--- src/hdl/wcn_pkg.sv ---
// Shared types and constants for the 2D Worley cell noise block.
`default_nettype none

package wcn_pkg;

  // Coordinate and result widths.
  localparam int COORD_W = 32;
  localparam int OUT_W = 20;
  localparam int FRAC_BITS_DEFAULT = 16;

  // Cell hash constants.
  localparam logic [COORD_W-1:0] HASH_MUL_X = 32'd73856093;
  localparam logic [COORD_W-1:0] HASH_MUL_Y = 32'd19349663;
  localparam int HASH_SHIFT = 13;
  localparam int HASH_FRAC_BITS = 24;

  // Number of neighbor cells searched and pipeline registers in each of them.
  localparam int NCELL = 9;
  localparam int CELL_STAGES = 5;

  // Integer cell of the sample point, carried down the chain.
  typedef struct packed {
    logic [COORD_W-1:0] cx;
    logic [COORD_W-1:0] cy;
  } wcn_cell_t;

endpackage

`default_nettype wire

--- src/hdl/wcn_cell.sv ---
// One link of the chain: distance to the feature point of one neighbor cell, folded into the running minimum.
`default_nettype none

module wcn_cell
  import wcn_pkg::*;
#(
  parameter int FRAC_BITS = FRAC_BITS_DEFAULT,
  parameter int OX = 0,
  parameter int OY = 0
) (
  input  wire                        clk,
  input  wire                        rst,
  input  wire                        in_valid,
  input  wcn_cell_t                  in_cell,
  input  wire  [FRAC_BITS-1:0]       in_fx,
  input  wire  [FRAC_BITS-1:0]       in_fy,
  input  wire  [2*FRAC_BITS+2:0]     in_best,
  output logic                       out_valid,
  output wcn_cell_t                  out_cell,
  output logic [FRAC_BITS-1:0]       out_fx,
  output logic [FRAC_BITS-1:0]       out_fy,
  output logic [2*FRAC_BITS+2:0]     out_best
);

  localparam int DW = FRAC_BITS + 2;
  localparam int SQW = 2 * FRAC_BITS + 2;
  localparam int SW = 2 * FRAC_BITS + 3;
  localparam logic [COORD_W-1:0] OX_W = COORD_W'(OX);
  localparam logic [COORD_W-1:0] OY_W = COORD_W'(OY);
  localparam logic signed [DW-1:0] OX_BASE = DW'(OX * (2 ** FRAC_BITS));
  localparam logic signed [DW-1:0] OY_BASE = DW'(OY * (2 ** FRAC_BITS));

  // Stage valid bits.
  logic a_valid, b_valid, c_valid, d_valid;

  // Stage payload.
  wcn_cell_t a_cell, b_cell, c_cell, d_cell;
  logic [FRAC_BITS-1:0] a_fx, a_fy, b_fx, b_fy, c_fx, c_fy, d_fx, d_fy;
  logic [SW-1:0] a_best, b_best, c_best, d_best;
  logic [COORD_W-1:0] a_nx, a_ny, a_nx1, a_ny1;
  logic [COORD_W-1:0] b_hx_a, b_hx_b, b_hy_a, b_hy_b;
  logic signed [DW-1:0] c_dx, c_dy;
  logic [SQW-1:0] d_sqx, d_sqy;

  // Combinational values between stages.
  logic [COORD_W-1:0] hx_mix, hy_mix, hx, hy;
  logic [FRAC_BITS-1:0] off_x, off_y;
  logic signed [DW-1:0] dx_next, dy_next;
  logic signed [2*DW-1:0] sqx_full, sqy_full;
  logic [SW-1:0] dist_sum, best_next;

  // Hash mixing and feature point offsets.
  assign hx_mix = b_hx_a ^ b_hx_b;
  assign hy_mix = b_hy_a ^ b_hy_b;
  assign hx = hx_mix ^ (hx_mix >> HASH_SHIFT);
  assign hy = hy_mix ^ (hy_mix >> HASH_SHIFT);
  assign off_x = hx[HASH_FRAC_BITS-1 -: FRAC_BITS];
  assign off_y = hy[HASH_FRAC_BITS-1 -: FRAC_BITS];

  // Per-axis difference from the sample to the feature point.
  assign dx_next = OX_BASE + $signed({2'b00, off_x}) - $signed({2'b00, b_fx});
  assign dy_next = OY_BASE + $signed({2'b00, off_y}) - $signed({2'b00, b_fy});

  // Squares of the differences; both are below four in fixed point.
  assign sqx_full = c_dx * c_dx;
  assign sqy_full = c_dy * c_dy;

  // Squared distance and running minimum.
  assign dist_sum = {1'b0, d_sqx} + {1'b0, d_sqy};
  assign best_next = (dist_sum < d_best) ? dist_sum : d_best;

  // Valid bits for every stage.
  always_ff @(posedge clk) begin
    if (rst) begin
      a_valid <= 1'b0;
      b_valid <= 1'b0;
      c_valid <= 1'b0;
      d_valid <= 1'b0;
      out_valid <= 1'b0;
    end else begin
      a_valid <= in_valid;
      b_valid <= a_valid;
      c_valid <= b_valid;
      d_valid <= c_valid;
      out_valid <= d_valid;
    end
  end

  // Payload pipeline: neighbor cell, hash products, differences, squares, minimum.
  always_ff @(posedge clk) begin
    a_cell <= in_cell;
    a_fx <= in_fx;
    a_fy <= in_fy;
    a_best <= in_best;
    a_nx <= in_cell.cx + OX_W;
    a_ny <= in_cell.cy + OY_W;
    a_nx1 <= in_cell.cx + OX_W + 32'd1;
    a_ny1 <= in_cell.cy + OY_W + 32'd1;

    b_cell <= a_cell;
    b_fx <= a_fx;
    b_fy <= a_fy;
    b_best <= a_best;
    b_hx_a <= a_nx * HASH_MUL_X;
    b_hx_b <= a_ny * HASH_MUL_Y;
    b_hy_a <= a_nx1 * HASH_MUL_X;
    b_hy_b <= a_ny1 * HASH_MUL_Y;

    c_cell <= b_cell;
    c_fx <= b_fx;
    c_fy <= b_fy;
    c_best <= b_best;
    c_dx <= dx_next;
    c_dy <= dy_next;

    d_cell <= c_cell;
    d_fx <= c_fx;
    d_fy <= c_fy;
    d_best <= c_best;
    d_sqx <= sqx_full[SQW-1:0];
    d_sqy <= sqy_full[SQW-1:0];

    out_cell <= d_cell;
    out_fx <= d_fx;
    out_fy <= d_fy;
    out_best <= best_next;
  end

endmodule

`default_nettype wire

--- config.mk ---
export PLATFORM = sky130hd
export DESIGN_NAME = wcn_cell
export DESIGN_NICKNAME = d
export VERILOG_FILES = /design/src/hdl/wcn_pkg.sv /design/src/hdl/wcn_cell.sv
export SDC_FILE = /design/constraint.sdc
export NUM_CORES = 2
export LEC_CHECK = 0
export BUFFER_PORTS_ARGS = -buffer_cell sky130_fd_sc_hd__buf_4
export CORE_UTILIZATION = 50
export DETAILED_ROUTE_END_ITERATION = 10
export PLACE_DENSITY = 0.73
export SYNTH_ARGS = -nofsm -noshare
export SYNTH_HDL_FRONTEND = slang
export SYNTH_SLANG_ARGS = --single-unit
--- constraint.sdc ---
create_clock -name clk -period 6.8 [get_ports clk]
set_input_delay 0.34 -clock clk [delete_from_list [all_inputs] [get_ports clk]]
set_output_delay 0.34 -clock clk [all_outputs]
set_load 0.05 [all_outputs]
==> qor.yml <==
outcome:
  status: "completed"
logic_synthesis:
  synth_xor_xnor_area_share: 0.0520
  postSynth.topFlopCell: "sky130_fd_sc_hd__dfxtp_1"
  number_of_synthesized_flops_with_an_enable_pin: 0
  netlist_instances: 7075
  ys_ff_latch: 920
  synthesis.area_um2: 75500
  synth-compound-area-share: 0.0403
  postSynth.asyncResetShare: 0
  ys.warnings.count: 0
  ys_seq_area_frac: 0.244
  post_synth_num_cell_types: 69
  synth.mux.area_fraction: 0.00474
  synth_fa_ha_area_frac: 0.499
  synth.net_count: 9464
  synth_top_family_by_area: "adder cells"
  synth_simple_gate_area_frac: 0.0536
  synth_area_per_cell_um2: 10.7
drt:
  drc: 0
  firstDrtPassIters: 5
  initialDrtViolationCount: 2211
  finalWirelength_um: 172000
  drt.antenna.violating_nets: 0
  detail_route.vias_per_cell: 4.89
  wl_met2_um: 87500
  count_of_vias_placed_by_the_detailed_router: 47500
  length_of_routed_wiring_on_met1_um: 70700
  route.met3.wl_um: 8050
  wl_per_cell_um: 17.7
  top_metal_used: "met4"
timing:
  finalCritPeriodShare: 0.939
  grt_setup_unrepaired: "false"
  timing.clock.skew_ps: 27.1
  max-slew-margin-rel: 0.398
  final.min_clock_period_ps: 6380
  final_setup_violation_count: 0
  setup_total_negative_slack_ps: 0
  timing.final.max_slew_violations: 0
  worst_pin_slew_ps: 881
  fmaxAchievable_mhz: 157
  finalHoldViolCount: 0
cts:
  cts.root.buffer_cell: "sky130_fd_sc_hd__clkbuf_16"
  cts.sink_count: 920
  worst_skew_pair.late_latency_ps: 730
  clock_transition_time_at_the_flip_flop_clock_pins_of_the_worst_setup_and_hold_paths_ps: 60
  htree_levels: 3
  cts_buffer_depth: 3
  cts.repair_timing.setup_buffer_count: 0
  cts_inserted_buffers: 95
  cts_tree: "done"
worst_setup_path:
  timing.critical_path.max_delay_family: "adder cells"
  critPathArrivalTime_ps: 6990
  startpoint_type: "flip-flop"
  timing.critical_path.required_ps: 7410
  timing.critical_path.slowest_cell_delay_ps: 700
  worst-setup-path-type: "flip-flop to flip-flop"
  critPathBufInv: 3
  crit_path_max_fanout: 13
  critPathMostFrequentCell: "sky130_fd_sc_hd__fa_1"
  worstPathCellList: "nand2_1 -> fa_1 -> fa_1 -> fa_1 -> inv_1 -> fa_1 -> fa_1 -> inv_1 -> fa_1 -> inv_1 -> ha_1 -> a21o_1 -> a21o_1 -> a21o_1 -> o21ai_0 -> a31oi_1 -> o31ai_1 -> o21bai_1 -> a21oi_1 -> xnor2_1"
  worstSetupEndpointType: "flip-flop"
  critical_path.slowest_cell: "sky130_fd_sc_hd__dfxtp_1"
placement:
  dp_hpwl_um: 143000
  place.port_buffers: 265
  gp_congestion: 0.952
  place.detailed.instances: 9405
cells_and_area:
  fraction_of_final_layout_cells_sized_beyond_drive_strength_1: 0.0796
  area.growth.synth_to_final_pct: 13.0
  layout.filler_cells: 12500
  layout_common_cells: "sky130_fd_sc_hd__inv_1, sky130_fd_sc_hd__fa_1, sky130_fd_sc_hd__ha_1, sky130_fd_sc_hd__dfxtp_1, sky130_fd_sc_hd__buf_4"
  layoutNonFillerInstCount: 9719
  finalNetCount: 10000
  mostFrequentLayoutCell: "sky130_fd_sc_hd__inv_1"
global_route:
  maximum_number_of_pins_on_one_net_before_global_route_repair: 34
  gr-total-overflow: 0
  grt_pass1_vias: 53600
  grt_usage: 0.236
  antenna_found_initial: 8
  grt_first_pass_wirelength_um: 281000
worst_hold_path:
  min-delay-path-class: "input port to flip-flop"
die:
  die_area_um2: 153000
  initial_utilization: 0.504
  fp.dieH_um: 391
  placeableCoreArea_um2: 150000
  design.portCount: 266
  core.rowCount: 142
  chipWidth_um: 391
job:
  cap_violations: 0
metrics by stage:
stage	setup WS, ps	instance area [um2]	hold WS, ps	utilization
2_1_floorplan	572	75500	310	-
6_report	417	85400	245	0.569
3_5_place_dp	228	80600	312	0.537
5_1_grt	20.2	85300	223	0.569
4_1_cts	207	85300	194	0.569
3_3_place_gp	348	80600	310	0.537
cell families after synthesis:
| group | count (synthesis) |
|---|---|
| buf+inv | 2142 |
| mux | 32 |
| simple gates | 817 |
| flops | 920 |
| xor+xnor | 448 |
| fa+ha+maj | 2255 |
| compound gates | 461 |
final timing paths:
| kind | startpoint | end | slack, ps | cells after the start |
|---|---|---|---|---|
| setup / recovery | c_dy[11]$_DFF_P_ | d_sqy[33]$_DFF_P_ | 420 | 20 |
| hold / removal | in_fy[6] | a_fy[6]$_DFF_P_ | 240 | 2 |
| setup reg to reg | c_dy[11]$_DFF_P_ | d_sqy[33]$_DFF_P_ | 420 | 20 |
| hold reg to reg | a_fy[12]$_DFF_P_ | b_fy[12]$_DFF_P_ | 300 | 0 |
final cells by class:
cell class	count	area [um2]	share of cell area
Clock buffer	114	2570	0.0301
Multi-Input combinational cell	4013	49100	0.575
Tap cell	2016	2520	0.0296
Antenna cell	3	7.51	0.0000880
Clock inverter	64	842	0.00987
Inverter	2090	7850	0.0919
Timing Repair Buffer	499	4080	0.0478
Sequential cell	920	18400	0.216
per-layer routing:
layer	vias up	global-route usage
met2	1049	0.424
met3	271	0.0302
met5	-	0
met4	0	0.0746
li1	22300	-
met1	23900	0.293
Yosys cell counts, types with 55 or more instances:
cell type,instances,area share
sky130_fd_sc_hd__inv_1,2088,0.10
sky130_fd_sc_hd__fa_1,1261,0.33
sky130_fd_sc_hd__ha_1,994,0.16
sky130_fd_sc_hd__dfxtp_1,920,0.24
sky130_fd_sc_hd__xnor2_1,343,0.040
sky130_fd_sc_hd__nand2_1,224,0.011
sky130_fd_sc_hd__nor2_1,165,0.0082
sky130_fd_sc_hd__a21oi_1,134,0.0089
sky130_fd_sc_hd__and2_1,113,0.0094
sky130_fd_sc_hd__xor2_1,105,0.012
sky130_fd_sc_hd__o21ai_0,77,0.0051
sky130_fd_sc_hd__nand3_1,62,0.0041
sky130_fd_sc_hd__nor3_1,55,0.0036
worst reg2reg max path, delay by kind of cell (launching register included):
family,cells,cell delay [ps]
and+or+nand+nor,1,170
adders and majority gates,7,3400
xor gates and xnor gates,1,80
DFF,1,700
AOI/OAI and AO/OA,8,1740
buffers and inverters,3,150
sequential cells by signal, indices dropped and copies added (netlist names), 26 cells and up:
register and count:
out_cell 64, c_cell 64, b_best 35, out_best 35
b_hx_a 26, c_best 35, a_nx1 32, a_ny1 32
a_nx 32, d_cell 64, d_sqx 33, d_sqy 33
a_best 35, b_cell 61, d_best 35, a_ny 32
repair_timing:
action | in CTS | in global routing
hold buffers | 133 | 0
setup endpoints to repair | 0 | 4
endpoints found under the hold margin | 200 | 0
resized for setup | 0 | 12
Power is left out: the tool's default activity adds up to more than one toggle a clock period on the data nets, which glitch-free logic cannot reach.
